**src/sv/mcs_pkg.sv**
```systemverilog
`timescale 1ns / 1ps

package mcs_pkg;

	localparam int unsigned KEY_W      = 36;
	localparam int unsigned CFG_IDX_W  = 1;
	localparam int unsigned NSLOT      = 5;
	localparam int unsigned NCAND      = 4;
	localparam int unsigned SLOT_CNT_W = 3;

	localparam logic [KEY_W-1:0] KEY_RESET = 36'h987654321;

	localparam logic MODE_ENC = 1'b0;
	localparam logic MODE_DEC = 1'b1;

	// Morse symbol codes; a symbol pair (row, col) selects key digit row*3+col.
	localparam logic [1:0] SYM_DOT  = 2'd0;
	localparam logic [1:0] SYM_DASH = 2'd1;
	localparam logic [1:0] SYM_SEP  = 2'd2;

	typedef enum logic [CFG_IDX_W-1:0] {
		REG_MODE = 1'b0,
		REG_KEY  = 1'b1
	} cfg_reg_t;

	typedef enum logic [1:0] {
		KIND_CHAR = 2'd0,
		KIND_ERR  = 2'd1,
		KIND_SUM  = 2'd2
	} kind_t;

	// Symbol k of a code sits in bit k, dash is 1.
	typedef struct packed {
		logic [2:0] len;
		logic [4:0] bits;
	} morse_t;

	typedef struct packed {
		logic       found;
		logic [7:0] ch;
	} lookup_t;

	// One candidate result before it is placed in the output buffer.
	typedef struct packed {
		logic       v;
		kind_t      kind;
		logic [7:0] ch;
	} ev_t;

	typedef struct packed {
		kind_t       kind;
		logic [7:0]  char_out;
		logic [15:0] error_count;
		logic        last;
	} res_t;

	typedef struct packed {
		logic       pend_v;
		logic [1:0] pend_sym;
		logic       letter_seen;
	} enc_state_t;

	typedef struct packed {
		logic [4:0] bits;
		logic [2:0] len;
		logic       ovf;
	} dec_state_t;

	// Letters A..Z come first, then digits 0..9.
	function automatic morse_t morse_code(logic [5:0] idx);
		morse_t m;
		unique case (idx)
			6'd0:  m = '{3'd2, 5'b00010};
			6'd1:  m = '{3'd4, 5'b00001};
			6'd2:  m = '{3'd4, 5'b00101};
			6'd3:  m = '{3'd3, 5'b00001};
			6'd4:  m = '{3'd1, 5'b00000};
			6'd5:  m = '{3'd4, 5'b00100};
			6'd6:  m = '{3'd3, 5'b00011};
			6'd7:  m = '{3'd4, 5'b00000};
			6'd8:  m = '{3'd2, 5'b00000};
			6'd9:  m = '{3'd4, 5'b01110};
			6'd10: m = '{3'd3, 5'b00101};
			6'd11: m = '{3'd4, 5'b00010};
			6'd12: m = '{3'd2, 5'b00011};
			6'd13: m = '{3'd2, 5'b00001};
			6'd14: m = '{3'd3, 5'b00111};
			6'd15: m = '{3'd4, 5'b00110};
			6'd16: m = '{3'd4, 5'b01011};
			6'd17: m = '{3'd3, 5'b00010};
			6'd18: m = '{3'd3, 5'b00000};
			6'd19: m = '{3'd1, 5'b00001};
			6'd20: m = '{3'd3, 5'b00100};
			6'd21: m = '{3'd4, 5'b01000};
			6'd22: m = '{3'd3, 5'b00110};
			6'd23: m = '{3'd4, 5'b01001};
			6'd24: m = '{3'd4, 5'b01101};
			6'd25: m = '{3'd4, 5'b00011};
			6'd26: m = '{3'd5, 5'b11111};
			6'd27: m = '{3'd5, 5'b11110};
			6'd28: m = '{3'd5, 5'b11100};
			6'd29: m = '{3'd5, 5'b11000};
			6'd30: m = '{3'd5, 5'b10000};
			6'd31: m = '{3'd5, 5'b00000};
			6'd32: m = '{3'd5, 5'b00001};
			6'd33: m = '{3'd5, 5'b00011};
			6'd34: m = '{3'd5, 5'b00111};
			6'd35: m = '{3'd5, 5'b01111};
			default: m = '0;
		endcase
		return m;
	endfunction

	function automatic logic [7:0] morse_char(logic [5:0] idx);
		logic [7:0] c;
		if (idx < 6'd26) begin
			c = 8'h41 + {2'b00, idx};
		end else begin
			c = 8'h30 + ({2'b00, idx} - 8'd26);
		end
		return c;
	endfunction

	// Codes are unique, so every entry is compared in parallel.
	function automatic lookup_t morse_lookup(morse_t code);
		lookup_t r;
		r = '0;
		for (int i = 0; i < 36; i++) begin
			if (!r.found && morse_code(6'(i)) == code) begin
				r.found = 1'b1;
				r.ch    = morse_char(6'(i));
			end
		end
		return r;
	endfunction

	function automatic logic [3:0] key_nibble(logic [KEY_W-1:0] key, logic [3:0] pos);
		logic [3:0] p;
		p = (pos > 4'd8) ? 4'd8 : pos;
		return key[{p, 2'b00} +: 4];
	endfunction

endpackage

```
**src/sv/mcs_if.sv**
```systemverilog
`timescale 1ns / 1ps

interface mcs_in_if;
	logic       valid;
	logic       ready;
	logic [7:0] char_code;
	logic       end_of_message;

	modport source (output valid, output char_code, output end_of_message, input ready);
	modport sink (input valid, input char_code, input end_of_message, output ready);
endinterface

interface mcs_out_if;
	logic        valid;
	logic        ready;
	logic [1:0]  kind;
	logic [7:0]  char_out;
	logic [15:0] error_count;
	logic        last;

	modport source (output valid, output kind, output char_out, output error_count,
		output last, input ready);
	modport sink (input valid, input kind, input char_out, input error_count,
		input last, output ready);
endinterface

```
**src/sv/mcs_enc.sv**
```systemverilog
`timescale 1ns / 1ps

module mcs_enc (
	input  logic [7:0]                char_code,
	input  logic                      eom,
	input  logic [mcs_pkg::KEY_W-1:0] key,
	input  mcs_pkg::enc_state_t       st,
	output mcs_pkg::ev_t [mcs_pkg::NCAND-1:0] ev,
	output mcs_pkg::enc_state_t       st_next
);
	import mcs_pkg::*;

	logic [7:0]  c;
	logic        idx_v;
	logic [5:0]  idx;
	morse_t      mc;
	logic [2:0]  len_eff;
	logic [9:0]  mv;
	logic        sep_v;
	logic [1:0]  h;
	logic [3:0]  head;
	logic [15:0] seq;
	logic [3:0]  n;
	logic [2:0]  last_idx;
	logic [1:0]  row;
	logic [1:0]  col;
	logic [3:0]  pos;

	always_comb begin
		c = char_code;
		if (c >= 8'h61 && c <= 8'h7A) begin
			c = c - 8'h20;
		end
		idx_v = 1'b0;
		idx   = '0;
		if (c >= 8'h41 && c <= 8'h5A) begin
			idx_v = 1'b1;
			idx   = 6'(c - 8'h41);
		end else if (c >= 8'h30 && c <= 8'h39) begin
			idx_v = 1'b1;
			idx   = 6'(c - 8'h30) + 6'd26;
		end
		mc      = morse_code(idx);
		len_eff = idx_v ? mc.len : 3'd0;
		for (int k = 0; k < 5; k++) begin
			mv[2*k +: 2] = {1'b0, mc.bits[k]};
		end

		// Symbol stream: waiting odd symbol, separator, then the new code.
		sep_v = idx_v && st.letter_seen;
		h     = {1'b0, st.pend_v} + {1'b0, sep_v};
		head  = '0;
		if (st.pend_v) begin
			head[1:0] = st.pend_sym;
		end
		if (sep_v) begin
			if (st.pend_v) begin
				head[3:2] = SYM_SEP;
			end else begin
				head[1:0] = SYM_SEP;
			end
		end
		seq = ({6'b0, mv} << {h, 1'b0}) | {12'b0, head};
		n   = {2'b00, h} + {1'b0, len_eff};
		if (eom && n[0]) begin
			seq = seq | (16'(SYM_SEP) << {n, 1'b0});
			n   = n + 4'd1;
		end

		for (int p = 0; p < NCAND; p++) begin
			row        = seq[4*p +: 2];
			col        = seq[4*p+2 +: 2];
			pos        = {2'b00, row} * 4'd3 + {2'b00, col};
			ev[p].v    = (n[3:1] > 3'(p));
			ev[p].kind = KIND_CHAR;
			ev[p].ch   = 8'h30 + {4'b0000, key_nibble(key, pos)};
		end

		last_idx            = n[2:0] - 3'd1;
		st_next.pend_v      = n[0];
		st_next.pend_sym    = n[0] ? seq[{last_idx, 1'b0} +: 2] : SYM_DOT;
		st_next.letter_seen = st.letter_seen | idx_v;
	end

endmodule

```
**src/sv/mcs_dec.sv**
```systemverilog
`timescale 1ns / 1ps

module mcs_dec (
	input  logic [7:0]                char_code,
	input  logic                      eom,
	input  logic [mcs_pkg::KEY_W-1:0] key,
	input  mcs_pkg::dec_state_t       st,
	output mcs_pkg::ev_t [mcs_pkg::NCAND-1:0] ev,
	output mcs_pkg::dec_state_t       st_next
);
	import mcs_pkg::*;

	typedef struct packed {
		dec_state_t st;
		ev_t        ev;
	} push_t;

	function automatic ev_t dec_finish(dec_state_t s);
		ev_t     r;
		lookup_t lk;
		r  = '0;
		lk = morse_lookup(morse_t'{s.len, s.bits});
		r.v = (s.len != 3'd0) || s.ovf;
		if (s.ovf || !lk.found) begin
			r.kind = KIND_ERR;
		end else begin
			r.kind = KIND_CHAR;
			r.ch   = lk.ch;
		end
		return r;
	endfunction

	function automatic push_t dec_push(dec_state_t s, logic [1:0] sym);
		push_t r;
		r.st = s;
		r.ev = '0;
		if (sym == SYM_SEP) begin
			r.ev = dec_finish(s);
			r.st = '0;
		end else if (s.len < 3'd5) begin
			r.st.bits[s.len] = sym[0];
			r.st.len         = s.len + 3'd1;
		end else begin
			r.st.ovf = 1'b1;
		end
		return r;
	endfunction

	// Key position to symbol pair {row, col}.
	function automatic logic [3:0] pos_pair(logic [3:0] pos);
		logic [3:0] rc;
		unique case (pos)
			4'd0: rc = {SYM_DOT,  SYM_DOT};
			4'd1: rc = {SYM_DOT,  SYM_DASH};
			4'd2: rc = {SYM_DOT,  SYM_SEP};
			4'd3: rc = {SYM_DASH, SYM_DOT};
			4'd4: rc = {SYM_DASH, SYM_DASH};
			4'd5: rc = {SYM_DASH, SYM_SEP};
			4'd6: rc = {SYM_SEP,  SYM_DOT};
			4'd7: rc = {SYM_SEP,  SYM_DASH};
			4'd8: rc = {SYM_SEP,  SYM_SEP};
			default: rc = {SYM_DOT, SYM_DOT};
		endcase
		return rc;
	endfunction

	logic       dig;
	logic [3:0] d;
	logic       found;
	logic [3:0] pos;
	logic       bad;
	logic [3:0] rc;
	push_t      p1;
	push_t      p2;
	dec_state_t st2;

	always_comb begin
		dig   = (char_code >= 8'h31) && (char_code <= 8'h39);
		d     = char_code[3:0];
		found = 1'b0;
		pos   = '0;
		// The highest key position holding the digit wins.
		for (int i = 0; i < 9; i++) begin
			if (key[4*i +: 4] == d) begin
				found = 1'b1;
				pos   = 4'(i);
			end
		end
		bad = !dig || !found;
		rc  = pos_pair(pos);
		p1  = dec_push(st, rc[3:2]);
		p2  = dec_push(p1.st, rc[1:0]);

		ev[0] = '0;
		if (bad) begin
			ev[0].v    = 1'b1;
			ev[0].kind = KIND_ERR;
			ev[1]      = '0;
			ev[2]      = '0;
			st2        = st;
		end else begin
			ev[1] = p1.ev;
			ev[2] = p2.ev;
			st2   = p2.st;
		end
		ev[3]   = eom ? dec_finish(st2) : '0;
		st_next = st2;
	end

endmodule

```
**src/sv/mcs_obuf.sv**
```systemverilog
`timescale 1ns / 1ps

module mcs_obuf (
	input  logic                                  clk,
	input  logic                                  arst_n,
	input  logic                                  load,
	input  mcs_pkg::res_t [mcs_pkg::NSLOT-1:0]    load_slots,
	input  logic [mcs_pkg::SLOT_CNT_W-1:0]        load_cnt,
	output logic                                  free,
	mcs_out_if.source                             res_out
);
	import mcs_pkg::*;

	res_t [NSLOT-1:0]      slots_q;
	logic [SLOT_CNT_W-1:0] cnt_q;
	logic                  take;

	assign take = res_out.valid && res_out.ready;
	// The buffer can take a new set when it is empty or its final word leaves now.
	assign free = (cnt_q == '0) || (cnt_q == SLOT_CNT_W'(1) && take);

	always_ff @(posedge clk or negedge arst_n) begin
		if (!arst_n) begin
			cnt_q <= '0;
		end else if (load) begin
			cnt_q <= load_cnt;
		end else if (take) begin
			cnt_q <= cnt_q - SLOT_CNT_W'(1);
		end
	end

	always_ff @(posedge clk) begin
		if (load) begin
			slots_q <= load_slots;
		end else if (take) begin
			for (int i = 0; i < NSLOT - 1; i++) begin
				slots_q[i] <= slots_q[i+1];
			end
		end
	end

	assign res_out.valid       = (cnt_q != '0);
	assign res_out.kind        = slots_q[0].kind;
	assign res_out.char_out    = slots_q[0].char_out;
	assign res_out.error_count = slots_q[0].error_count;
	assign res_out.last        = slots_q[0].last;

	a_last_is_final: assert property (@(posedge clk) disable iff (!arst_n)
		res_out.valid && res_out.last |-> cnt_q == SLOT_CNT_W'(1))
		else $error("summary word is not the final word of its set");

	a_drain_empties: assert property (@(posedge clk) disable iff (!arst_n)
		take && cnt_q == SLOT_CNT_W'(1) && !load |=> !res_out.valid)
		else $error("buffer still valid after its final word left");

endmodule

```
**src/sv/morbit_cipher_stream.sv**
```systemverilog
`timescale 1ns / 1ps

// Streaming Morbit cipher.
// char_in carries one ASCII character per word, with end_of_message on the
// final character of a message. res_out carries result words: a cipher digit
// or decoded character, a decode error, or the end-of-message summary, which
// has last set and the message error count. The cfg port writes the mode
// (0 encrypt, 1 decrypt) and the 36-bit key; write it only while idle.
// An accepted word waits in the input register until the result buffer is
// free; then all of its results are computed at once and registered into
// the five-entry result buffer, whose head is the result word presented.
// A new word is accepted every cycle while results fit: a word that causes
// k results holds the result buffer until all k are taken, so an encrypted
// letter (up to four digits plus a summary) may fill all five, and the output
// channel sets the sustained rate. When the receiver stalls, the buffer and
// then the input register fill and char_in.ready falls; nothing is lost.
// Reset clears all message state, sets mode to encrypt and loads the key
// 123456789. There is no clearing pass.
module morbit_cipher_stream (
	input  logic                          clk,
	input  logic                          arst_n,
	input  logic                          cfg_we,
	input  logic [mcs_pkg::CFG_IDX_W-1:0] cfg_idx,
	input  logic [mcs_pkg::KEY_W-1:0]     cfg_wdata,
	mcs_in_if.sink                        char_in,
	mcs_out_if.source                     res_out
);
	import mcs_pkg::*;

	// Configuration registers.
	logic             mode_q;
	logic [KEY_W-1:0] key_q;

	// Input register stage.
	logic       valid_s1;
	logic [7:0] char_s1;
	logic       eom_s1;

	// Message state kept between words.
	enc_state_t  enc_q;
	dec_state_t  dec_q;
	logic [15:0] errors_q;

	ev_t [NCAND-1:0]       enc_ev;
	ev_t [NCAND-1:0]       dec_ev;
	enc_state_t            enc_next;
	dec_state_t            dec_next;
	ev_t [NCAND:0]         cand;
	res_t [NSLOT-1:0]      slots;
	logic [SLOT_CNT_W-1:0] n;
	logic [2:0]            errk;
	logic [16:0]           sum;
	logic [15:0]           errors_next;
	logic                  buf_free;
	logic                  load;

	always_ff @(posedge clk or negedge arst_n) begin
		if (!arst_n) begin
			mode_q <= MODE_ENC;
			key_q  <= KEY_RESET;
		end else if (cfg_we) begin
			unique case (cfg_reg_t'(cfg_idx))
				REG_MODE: mode_q <= cfg_wdata[0];
				REG_KEY:  key_q  <= cfg_wdata;
			endcase
		end
	end

	// A word moves from the input register to the result buffer whenever the
	// buffer is free, so the input register can refill in the same cycle.
	assign load          = valid_s1 && buf_free;
	assign char_in.ready = !valid_s1 || buf_free;

	always_ff @(posedge clk or negedge arst_n) begin
		if (!arst_n) begin
			valid_s1 <= 1'b0;
		end else if (char_in.ready) begin
			valid_s1 <= char_in.valid;
		end
	end

	always_ff @(posedge clk) begin
		if (char_in.valid && char_in.ready) begin
			char_s1 <= char_in.char_code;
			eom_s1  <= char_in.end_of_message;
		end
	end

	mcs_enc u_enc (
		.char_code (char_s1),
		.eom       (eom_s1),
		.key       (key_q),
		.st        (enc_q),
		.ev        (enc_ev),
		.st_next   (enc_next)
	);

	mcs_dec u_dec (
		.char_code (char_s1),
		.eom       (eom_s1),
		.key       (key_q),
		.st        (dec_q),
		.ev        (dec_ev),
		.st_next   (dec_next)
	);

	// Pack the valid candidates into consecutive buffer slots. Each result
	// carries the error count after itself, saturating at all ones.
	always_comb begin
		cand[NCAND-1:0]   = (mode_q == MODE_DEC) ? dec_ev : enc_ev;
		cand[NCAND].v     = eom_s1;
		cand[NCAND].kind  = KIND_SUM;
		cand[NCAND].ch    = 8'h00;
		slots = '0;
		n     = '0;
		errk  = '0;
		sum   = {1'b0, errors_q};
		for (int i = 0; i <= NCAND; i++) begin
			if (cand[i].v) begin
				if (cand[i].kind == KIND_ERR) begin
					errk = errk + 3'd1;
				end
				sum = {1'b0, errors_q} + 17'(errk);
				slots[n].kind        = cand[i].kind;
				slots[n].char_out    = cand[i].ch;
				slots[n].error_count = sum[16] ? 16'hFFFF : sum[15:0];
				slots[n].last        = (i == NCAND);
				n = n + SLOT_CNT_W'(1);
			end
		end
		errors_next = sum[16] ? 16'hFFFF : sum[15:0];
	end

	always_ff @(posedge clk or negedge arst_n) begin
		if (!arst_n) begin
			enc_q    <= '0;
			dec_q    <= '0;
			errors_q <= '0;
		end else if (load) begin
			if (eom_s1) begin
				enc_q    <= '0;
				dec_q    <= '0;
				errors_q <= '0;
			end else begin
				errors_q <= errors_next;
				if (mode_q == MODE_DEC) begin
					dec_q <= dec_next;
				end else begin
					enc_q <= enc_next;
				end
			end
		end
	end

	mcs_obuf u_obuf (
		.clk        (clk),
		.arst_n     (arst_n),
		.load       (load),
		.load_slots (slots),
		.load_cnt   (n),
		.free       (buf_free),
		.res_out    (res_out)
	);

	a_eom_clears: assert property (@(posedge clk) disable iff (!arst_n)
		load && eom_s1 |=> errors_q == '0 && !enc_q.pend_v && !enc_q.letter_seen
			&& dec_q.len == '0 && !dec_q.ovf)
		else $error("message state not cleared after end of message");

	a_ovf_full: assert property (@(posedge clk) disable iff (!arst_n)
		dec_q.ovf |-> dec_q.len == 3'd5)
		else $error("code overflow flagged before five symbols");

	a_pend_sym: assert property (@(posedge clk) disable iff (!arst_n)
		enc_q.pend_v |-> enc_q.pend_sym == SYM_DOT || enc_q.pend_sym == SYM_DASH
			|| enc_q.pend_sym == SYM_SEP)
		else $error("pending symbol holds no symbol code");

endmodule

```
**src/flat_wrapper.sv**
```systemverilog
// flat-port wrapper written by rule: the top's interface ports become plain ports
module morbit_cipher_stream_flat import mcs_pkg::*;
  (clk, arst_n, cfg_we, cfg_idx, cfg_wdata, char_in_valid, char_in_char_code, char_in_end_of_message, char_in_ready, res_out_valid, res_out_kind, res_out_char_out, res_out_error_count, res_out_last, res_out_ready);
  mcs_in_if char_in_i ();
  mcs_out_if res_out_i ();
  input  logic clk;
  input  logic arst_n;
  input  logic cfg_we;
  input  logic [mcs_pkg::CFG_IDX_W-1:0] cfg_idx;
  input  logic [mcs_pkg::KEY_W-1:0] cfg_wdata;
  input wire logic [$bits(char_in_i.valid)-1:0] char_in_valid;
  input wire logic [$bits(char_in_i.char_code)-1:0] char_in_char_code;
  input wire logic [$bits(char_in_i.end_of_message)-1:0] char_in_end_of_message;
  output wire logic [$bits(char_in_i.ready)-1:0] char_in_ready;
  output wire logic [$bits(res_out_i.valid)-1:0] res_out_valid;
  output wire logic [$bits(res_out_i.kind)-1:0] res_out_kind;
  output wire logic [$bits(res_out_i.char_out)-1:0] res_out_char_out;
  output wire logic [$bits(res_out_i.error_count)-1:0] res_out_error_count;
  output wire logic [$bits(res_out_i.last)-1:0] res_out_last;
  input wire logic [$bits(res_out_i.ready)-1:0] res_out_ready;
  assign char_in_i.valid = char_in_valid;
  assign char_in_i.char_code = char_in_char_code;
  assign char_in_i.end_of_message = char_in_end_of_message;
  assign char_in_ready = char_in_i.ready;
  assign res_out_valid = res_out_i.valid;
  assign res_out_kind = res_out_i.kind;
  assign res_out_char_out = res_out_i.char_out;
  assign res_out_error_count = res_out_i.error_count;
  assign res_out_last = res_out_i.last;
  assign res_out_i.ready = res_out_ready;
  morbit_cipher_stream u_core (.clk(clk), .arst_n(arst_n), .cfg_we(cfg_we), .cfg_idx(cfg_idx), .cfg_wdata(cfg_wdata), .char_in(char_in_i), .res_out(res_out_i));
endmodule
```
**config.mk**
```make
export PLATFORM = sky130hd
export DESIGN_NAME = morbit_cipher_stream_flat
export DESIGN_NICKNAME = d
export VERILOG_FILES = /design/src/sv/mcs_pkg.sv /design/src/sv/mcs_if.sv /design/src/sv/mcs_enc.sv /design/src/sv/mcs_dec.sv /design/src/sv/mcs_obuf.sv /design/src/sv/morbit_cipher_stream.sv /design/src/flat_wrapper.sv
export SDC_FILE = /design/constraint.sdc
export NUM_CORES = 1
export LEC_CHECK = 0
export ABC_CLOCK_PERIOD_IN_PS = 11800
export BUFFER_PORTS_ARGS = -buffer_cell sky130_fd_sc_hd__buf_2
export CORE_ASPECT_RATIO = 0.5
export CORE_UTILIZATION = 25
export DETAILED_ROUTE_END_ITERATION = 8
export MAX_ROUTING_LAYER = met4
export PLACE_DENSITY_LB_ADDON = 0.08
export SYNTH_ARGS = -nofsm -noshare
export SYNTH_HDL_FRONTEND = slang
export SYNTH_SLANG_ARGS = --single-unit
```
**constraint.sdc**
```tcl
create_clock -name clk -period 11.8 [get_ports clk]
set_clock_uncertainty 0.05 [all_clocks]
set_input_delay 0 -clock clk [delete_from_list [all_inputs] [get_ports clk]]
set_output_delay 0 -clock clk [all_outputs]
set_load 0.02 [all_outputs]
```
==> Yosys cells after proc, flatten, opt, wreduce, memory -nomap -nowiden <==
Memory sizes are Yosys's and may differ from the RTL's.
Index checks and enable logic that the tools add are counted.
Widths: inputs -> output; s select.
{ "word_totals": {"latchBits": 0, "rom_bits": 576, "n_memories": 2, "reg_bits": 214, "ramBits": 0} }
{ "mem_list": {"columns": ["memory", "words", "width", "read_ports", "rd_ports_with_merged_regs", "wr", "line_no", "text"], "rows": [
  ["(name not given)", 64, 8, 1, 0, 0, "mcs_pkg.sv:72", "unique case (idx)"],
  ["(name not given)", 16, 4, 1, 0, 0, "mcs_dec.sv:52", "unique case (pos)"]
]} }
{ "op_classes": {"n_reduce_logical": 254, "eq_ne": 125, "multipliers": 4, "shifts": 7, "n_bitwise": 4, "div": 0, "n_addsub": 31, "n_mux": 401, "n_lt_le_gt_ge": 30} }
{ "op_table": {"columns": ["cell", "n"], "rows": [
  ["$bwmux 135", 16],
  ["$mux 9", 185],
  ["$demux 27 s3", 16],
  ["$mux 8", 78],
  ["$eq 8x8->1", 72],
  ["$mux 135", 4],
  ["$mux 108", 2],
  ["$eq 8x8->1 const A", 22],
  ["$mux 17", 9],
  ["$shiftx 36x7->4", 4],
  ["$mux 27", 5],
  ["$mux 16", 8],
  ["$logic_and 1x1->1", 121],
  ["$logic_not 1->1", 111],
  ["$mux 25", 4],
  ["$eq 7x8->1 const A", 12],
  ["$add 16x3->17", 5],
  ["$mux 3", 19],
  ["$mux 4", 14],
  ["$mux 44", 1],
  ["$eq 4x4->1", 9],
  ["$mux 11", 3],
  ["$add 6x4->7 const A", 4],
  ["$mux 1", 25],
  ["other kinds (47)", 107]
]} }

==> Longest topological paths before layout <==
Gate-level depths: netlist of run 1.
An unclocked memory read counts as a cell.
{ "depth": {"depth_word": 190, "ltp_mapped": 47} }

==> Cells and area by module <==
From an unflattened synthesis of run 1, not the netlist that was laid out.
{ "hier_totals": {"cells_unflattened": 2655, "area_unflattened_um2": 22937.0} }
{ "by_module_without_submodules": {"columns": ["mod", "instances", "cells_each", "area_per_inst_um2", "seq_area_each_um2"], "rows": [
  ["morbit_cipher_stream", 1, 1319, 9821.9, 1965.6],
  ["mcs_obuf", 1, 309, 5865.6, 4129.0],
  ["mcs_dec", 1, 597, 3803.6, 0.0],
  ["mcs_enc", 1, 430, 3445.8, 0.0]
]} }

==> Worst setup path after synthesis of run 1 <==
OpenSTA, ideal clock, no wires.
{ "synth_path": {"kind": "reg2reg", "start": "register u_core.char_s1[1]", "end": "register u_core.u_obuf.slots_q[88] (netlist bit) (data pin)", "stages_incl_launch_ff": 47, "t_required_ps": 11489, "n_path_buf": 5, "t_arrival_ps": 9888, "setup_slack_ps": 1601, "setup_ps": 261, "cell_sequence": "edfxtp_1 -> buf_2 -> buf_2 -> inv_1 -> ha_1 -> nor4b_4 -> o32ai_2 -> a2111oi_4 -> o211ai_2 -> buf_6 -> o21ai_1 -> inv_1 -> ha_1 -> nand2_1 -> and3_1 -> or3_4 -> o21ai_0 -> a211o_1 -> [... 11 more ...] -> clkbuf_1 -> and2_1 -> ha_1 -> mux2_2 -> ha_1 -> mux2_2 -> inv_1 -> fa_1 -> nor2b_1 -> o21ai_1 -> or2_2 -> clkbuf_1 -> nor2_1 -> nor3_1 -> nor2_1 -> a31oi_1 -> nor3_1 -> a221o_1"} }
{ "synth_via": {"elab_chain_len": 181, "elab_cells_between_ends": 503, "cone_classes": "add/sub (18); order compare (23); eq/ne (87); mux (211); reduce/logical (162); memory (2)"} }
{ "synth_rtl": {"columns": ["item", "line_no", "text"], "rows": [
  ["from (decl)", "morbit_cipher_stream.sv:36", "logic [7:0] char_s1;"],
  ["from (signal assigned)", "morbit_cipher_stream.sv:84", "char_s1 <= char_in.char_code;"],
  ["$eq 4x4->1", "mcs_dec.sv:84", "if (key[4*i +: 4] == d) begin"],
  ["$mux 1", "mcs_dec.sv:84", null],
  ["$mux 2", "mcs_dec.sv:84", null],
  ["$mux 4 (6 in a row)", "mcs_dec.sv:84", null],
  ["$mem_v2 16x4", null, null],
  ["$bwmux 5", "mcs_dec.sv:41", "r.st.bits[s.len] = sym[0];"],
  ["$mux 8", "mcs_dec.sv:40", "end else if (s.len < 3'd5) begin"],
  ["$mux 9", "mcs_dec.sv:37", "if (sym == SYM_SEP) begin"],
  ["[... 144 more ...]", null, null],
  ["$logic_or 1x1->1", "mcs_dec.sv:24", "if (s.ovf || !lk.found) begin"],
  ["$mux 1", "mcs_dec.sv:24", null],
  ["$mux 11", "mcs_dec.sv:37", null],
  ["$mux 22", "mcs_dec.sv:95", "if (bad) begin"],
  ["$mux 44 (*)", "morbit_cipher_stream.sv:110", "cand[NCAND-1:0] = (mode_q == MODE_DEC) ? dec_ev : enc_ev;"],
  ["branches (longest 17 deep; another with $add 16x3->17)", null, null],
  ["$mux 135 (*)", "morbit_cipher_stream.sv:119", "if (cand[i].v) begin"],
  ["$mux 108 (*)", "mcs_obuf.sv:33", "if (load) begin"],
  ["to (signal assigned)", "mcs_obuf.sv:34", "slots_q <= load_slots;"],
  ["to (signal, indexed assignment)", "mcs_obuf.sv:37", "slots_q[i] <= slots_q[i+1];"],
  ["to (decl)", "mcs_obuf.sv:14", "res_t [NSLOT-1:0] slots_q;"]
]} }
Mark *: on every way between the ends. The select of a mux whose other input is x is not followed.
A chain may end at the register's enable or synchronous reset.

==> Worst setup path after layout of run 1 <==
Same ends and word-level chain as after synthesis.

==> results of run 1 <==
[state kept, by name (all words and copies together), names as in the netlist]
register,cells
u_core.u_obuf.slots_q,100
u_core.u_obuf.res_out.kind,1
u_core.valid_s1,1
u_core.u_obuf.res_out.char_out,7
u_core.u_obuf.res_out.error_count,16
u_core.key_q,36
u_core.errors_q,16
u_core.u_obuf.cnt_q,3
u_core.enc_q,4
u_core.eom_s1,1
u_core.dec_q,9
u_core.char_s1,8
u_core.u_obuf.res_out.last,1
u_core.mode_q,1
[cells in the mapped netlist (30+ instances only)]
cell type / number / area [sq um]
nand3_1: 86 / 430.4
nor2_1: 283 / 1062
xnor2_1: 75 / 656.9
inv_1: 70 / 262.8
o22ai_1: 39 / 244.0
ha_1: 64 / 800.8
a21oi_1: 170 / 850.8
nand2_1: 306 / 1149
nor3_1: 83 / 415.4
clkbuf_1: 147 / 551.8
edfxtp_1: 134 / 4024
mux2_2: 50 / 563.0
o21ai_0: 164 / 820.8
o211ai_1: 47 / 352.8
dfrtp_1: 55 / 1376
and2_1: 32 / 200.2
a211oi_1: 63 / 473.0
buf_4: 36 / 270.3
a31oi_1: 30 / 187.7
mux2i_1: 35 / 350.3
[cells by family after synthesis]
| family | after synthesis | synth area share (%) |
|---|---|---|
| AO/OA/AOI/OAI | 870 | 29.00 |
| XOR/XNOR | 98 | 4.076 |
| adder cells (fa/ha/maj) | 78 | 5.134 |
| buffers and inverters | 300 | 6.334 |
| flip-flops | 204 | 27.52 |
| multiplexers | 109 | 6.905 |
| other | 1 | 0.01781 |
| AND/OR/NAND/NOR | 956 | 21.01 |
[path summary, 6_finish.rpt]
path / startpoint / endpoint / cells after the start
min: char_in_char_code[4] / u_core.char_s1[4]$_DFFE_PP_ / 2
max reg2reg: u_core.char_s1[1]$_DFFE_PP_ / u_core.u_obuf.slots_q[88]$_DFFE_PP_ / 44
min in group asynchronous: arst_n / u_core.errors_q[10]$_DFFE_PN0P_ / 4
max: u_core.char_s1[1]$_DFFE_PP_ / u_core.u_obuf.slots_q[88]$_DFFE_PP_ / 44
max in group asynchronous: arst_n / u_core.key_q[29]$_DFFE_PN0P_ / 4
min reg2reg: u_core.enc_q[2]$_DFFE_PN0P_ / u_core.enc_q[2]$_DFFE_PN0P_ / 2
[through the flow]
step	hold WS, ns	utilization (%)	power [uW]	area (sq um)
after global routing	0.06468	28.80	6921	23760
final	0.08549	28.80	6491	23760
after floorplan	-0.3456	-	4206	21060
after CTS	0.04598	28.80	6501	23760
after global placement	-0.1289	27.10	5644	22360
after detailed placement	-0.1207	27.10	5623	22360
[routing by layer]
| layer | vias up | GRT usage [%] | share of wire (%) |
|---|---|---|---|
| li1 | 9841 | - | - |
| met1 | 10670 | 32.29 | 48 |
| met2 | 697 | 34.26 | 45 |
| met3 | 115 | 2.130 | 5.2 |
| met4 | 0 | 4.598 | 2.1 |
| met5 | - | - | 0 |
[area by class of cell]
cell class                 count  share of cell area [%]
sequential                   204                   24.39
clock inverter                16                  0.6531
timing repair buffer         199                   6.152
multi-input combinational   2114                   58.95
inverter                      75                   1.190
clock buffer                  31                   2.860
tap                         1102                   5.804
[timing repair]
| item | in CTS | in global routing |
|---|---|---|
| hold endpoints to repair | 105 | 0 |
| hold buffers | 55 | 0 |
| buffers inserted | 0 | 0 |
[power by group]
group / total (uW) / switching [uW] / internal (uW)
sequential: 1400 / 206 / 1190
clock: 827 / 372 / 456
combinational: 4270 / 2880 / 1380
[critical path, delay by kind of cell (launching register included)]
| family | cells | cell delay, ns |
|---|---|---|
| AND/OR/NAND/NOR | 14 | 2.47 |
| flip-flops | 1 | 0.53 |
| AO/OA/AOI/OAI | 12 | 3.18 |
| buffers and inverters | 7 | 1.20 |
| multiplexers | 2 | 0.60 |
| adder cells (fa/ha/maj) | 9 | 2.86 |
==> flow_summary.toml, run 1 <==
[outcome]
outcome = "finished clean"

[synthesis]
synth_warnings = 0
netlist_instances = 2616
async_reset_ff_share_pct = 34.31
seq_area_frac_synth_pct = 27.52
synth_top_flop_cell = "edfxtp_1"
synth-seq-cells = 204
ys_types = 107
syn-cell-area_sq_um = 21060
syn_avg_cell_area_sq_um = 8.049
synth-edff-count = 134

[drt]
routed_wl_mm = 96.03
drt_iter0_markers = 2268
viasPerCell = 5.699
route.detailed.drc = 0
vias = 21320
drt-pass1-iter-count = 5
ant_nets = 0
wire_per_inst_um = 25.67

[die]
die_area_sq_um = 85460
fp.dieH_um = 207.2
core_area_sq_um = 82500
die_w_um = 412.4
ios = 80
start_util_pct = 25.52
rows = 74

[worst_setup_path]
ff2ff_setup_slack_ns = 0.67
crit_top_cell = "ha_1"
crit_path_max_fanout = 15
startpoint_type = "flop"
crit_path_end_kind = "flop"
crit_path_max_incr_delay_ns = 0.69
slowest_stage = "nor3_1"
worstPathArrival_ns = 11.44
cp.required_ns = 12.10
path_class = "reg2reg"

[cells_and_area]
final_common_cell = "nand2_1"
drive_gt1_share_pct = 13.19
nets = 2749
seq_area_sq_um = 5794
fillers = 8921
multi_input_area_sq_um = 14000
final_cell_mix = "nand2_1, nor2_1, a21oi_1"
area_growth_pct = 12.82
antenna_cells = 0
fin_cells = 3741

[clock_tree]
cts_buffer_depth = 3
cts_tree = "yes"
cts_sinks = 204
post_cts_resized = 0
root_buffer = "clkbuf_16"
clk_latency_ns = 0.60
cts-buffers-inserted = 26
htreeDepth = 1
clkTransAtPathRegs_ns = 0.06

[power]
power-per-cell-area_nw_per_um2 = 273.2
ir_worst_vdd_mv = 0.1188
leakage_uw = 0.008542

[timing]
fmax_mhz = 89.82
rsz0062_at_grt = "no"
setup_ws_ns = 0.6662
period_needed_ns = 11.13
period_share_pct = 94.35
drv_slew = 0
finalHoldViolCount = 0
tightest_slew_ns = 1.175
tns_ns = 0
relSlewSlack_pct = 21.26
setup_viol = 0

[flow_run]
timing.max_cap.violations = 0

[place]
dpl.cell_count = 3639
pre_cts_slack_ns = 0.8199
io_buffer_count = 78
post-dp-hpwl_mm = 69.72
place_congestion = 0.9088

[global_route]
grt_pass1_vias = 20650
grt_use_total_pct = 22.53
antenna_found_initial = 1
grt_start_max_net_pins = 81
grt_pass1_wl_mm = 143.0
overflow = 0

[worst_hold_path]
hp-class = "in2reg"
Power figures use the tool's default switching activity.
==> run 2: changes to the inputs <==
Settings changed: CORE_MARGIN set to 4.
==> run 2 against run 1 <==
  * Critical path depth fell by 1
  * Sequential power is essentially flat
  * Non-clock buffer count stayed put
  * Sequential share of layout area grew 0.063 points
  * Global-route usage decreased by 0.60 points
  * Clock power fell by 5.6%
  * Combinational power is essentially flat
  * First-iteration DRC count down 2.8%
  * Via count decreased by 0.17%
  * Flip-flop and latch count unchanged
  * Final area is 0.26% lower
  * Critical path type unchanged
  * Utilization decreased by 0.074 points
  * Critical endpoint is now u_core.u_obuf.slots_q[31]$_DFFE_PP_
==> flow_summary.toml, run 2 (synthesis results as in run 1) <==
[clock_tree]
cts_buffer_depth = 3
htreeDepth = 1
cts_tree = "yes"
root_buffer = "clkbuf_16"
clk_latency_ns = 0.61
cts-buffers-inserted = 25
cts_sinks = 204
clkTransAtPathRegs_ns = 0.06

[drt]
drt_iter0_markers = 2204
drt-pass1-iter-count = 5
wire_per_inst_um = 26.03
route.detailed.drc = 0
viasPerCell = 5.689
ant_nets = 0
vias = 21280
routed_wl_mm = 97.38

[worst_setup_path]
cp.required_ns = 12.23
crit_path_max_incr_delay_ns = 0.68
critPathLaunch = "u_core.char_s1[0]$_DFFE_PP_"
critical_path.top_delay_family = "adder cells"
critPathBufInv = 8
crit_end = "u_core.u_obuf.slots_q[31]$_DFFE_PP_"
ff2ff_setup_slack_ns = 0.72
crit_path_end_kind = "flop"
cp.depth = 43
worstPathArrival_ns = 11.50
crit_top_cell = "ha_1"
rr_worst_depth = 43
slowest_stage = "fa_1"
crit_path_max_fanout = 24
r2r_end = "u_core.u_obuf.slots_q[31]$_DFFE_PP_"
path_class = "reg2reg"
startpoint_type = "flop"
r2r_start = "u_core.char_s1[0]$_DFFE_PP_"

[place]
io_buffer_count = 78
dpl_cell_area_sq_um = 22370
place_congestion = 0.9021
post-dp-hpwl_mm = 70.74

[die]
start_util_pct = 25.52
rows = 74
die_w_um = 418.4
ios = 80
core_area_sq_um = 82500
die_area_sq_um = 89220
fp.dieH_um = 213.2

[global_route]
grt_start_max_net_pins = 82
overflow = 0
grt_use_total_pct = 21.93
antenna_found_initial = 3
grt_pass1_vias = 20700
grt_pass1_wl_mm = 143.8

[power]
leakage_uw = 0.008534
ir_worst_vdd_mv = 0.1354
power-per-cell-area_nw_per_um2 = 271.4

[worst_hold_path]
hp-class = "in2async"

[timing]
fmax_mhz = 90.28
period_share_pct = 93.87
rsz0062_at_grt = "no"
setup_viol = 0
period_needed_ns = 11.08
drv_slew = 0
finalHoldViolCount = 0
tns_ns = 0
tightest_slew_ns = 1.302
relSlewSlack_pct = 12.71

[cells_and_area]
area_growth_pct = 12.53
final_area_sq_um = 23690
final_cell_mix = "nand2_1, nor2_1, a21oi_1"
seq_area_sq_um = 5794
largest_reg_flops = 100
multi_input_area_sq_um = 14020
nets = 2748
final_common_cell = "nand2_1"
largest_register = "u_core.u_obuf.slots_q"
reg_top3 = "u_core.u_obuf.slots_q x100, u_core.key_q x36"
drive_gt1_share_pct = 13.38
fillers = 8914

[outcome]
outcome = "finished clean"

[flow_run]
timing.max_cap.violations = 0
==> run 2: cell types whose count changed in the layout (fill, tap and decap cells not counted), moves of 2 or more <==
cell | before | now
nor3_2 | 2 | 4
dlygate4sd3_1 | 54 | 51
nor3_1 | 82 | 80
buf_4 | 66 | 70
clkbuf_1 | 4 | 7
clkinvlp_4 | 2 | 0
clkinv_2 | 3 | 7
clkinv_1 | 7 | 4
bufinv_16 | 2 | 0
==> run 2: power breakdown <==
part	internal, uW	switching, uW
clock	414	367
combinational	1390	2870
sequential	1190	200
total	2990	3440
==> run 2: worst min-delay path by stage <==
| stage | from | to | slack (ns) | depth (start not counted) |
|---|---|---|---|---|
| 3_3_place_gp | arst_n | u_core.dec_q[6]$_DFFE_PN0P_ | -0.02 | 1 |
| 2_1_floorplan | arst_n | u_core.dec_q[0]$_DFFE_PN0P_ | -0.35 | 0 |
| 4_1_cts | char_in_char_code[5] | u_core.char_s1[5]$_DFFE_PP_ | 0.05 | 2 |
| 3_5_place_dp | arst_n | u_core.dec_q[6]$_DFFE_PN0P_ | -0.02 | 1 |
| 5_1_grt | char_in_end_of_message | u_core.eom_s1$_DFFE_PP_ | 0.08 | 2 |
| 6_report | arst_n | u_core.dec_q[7]$_DFFE_PN0P_ | 0.06 | 3 |
==> run 2: cell type report <==
cell class | instances | share of cell area [%]
Timing Repair Buffer | 199 | 6.083
Tap cell | 1102 | 5.819
Clock buffer | 34 | 2.915
Antenna cell | 1 | 0.01056
Sequential cell | 204 | 24.45
Multi-Input combinational cell | 2114 | 59.17
Inverter | 75 | 1.193
Clock inverter | 12 | 0.3538
==> run 2: routing by layer <==
layer / GRT usage (%) / part of all wire (%)
met1: 30.63 / 48
met2: 34.21 / 45
met3: 2.299 / 4.9
met4: 5.115 / 2.4
met5: - / 0
==> run 2: repair_timing <==
action                                 4_1_cts  5_1_grt
resized for setup                            0        3
endpoints found under the hold margin      115        0
buffers inserted                             0        0
hold buffers                                52        0
setup endpoints to repair                    0        8
==> run 2: worst reg2reg max path: cells and delay by family, from the launching register on <==
family / cells / cell delay [ns]
multiplexers: 2 / 0.49
adder cells (fa/ha/maj): 9 / 3.08
AND/OR/NAND/NOR: 12 / 2.44
AO/OA/AOI/OAI: 12 / 2.97
buffers and inverters: 8 / 1.38
flip-flops: 1 / 0.58
==> run 2: through the flow <==
step                      instances  hold WS, ns  util [%]  worst slack (ns)  total power, uW
final                          3741      0.05979     28.72            0.7236             6431
after global placement         3642     -0.01773     27.12             1.001             5626
after global routing           3741      0.07597     28.72           0.02544             6869
after CTS                      3740      0.04513     28.70            0.6666             6425
after detailed placement       3642     -0.02351     27.12            0.6284             5604
after floorplan                2618      -0.3456         -             1.601             4206
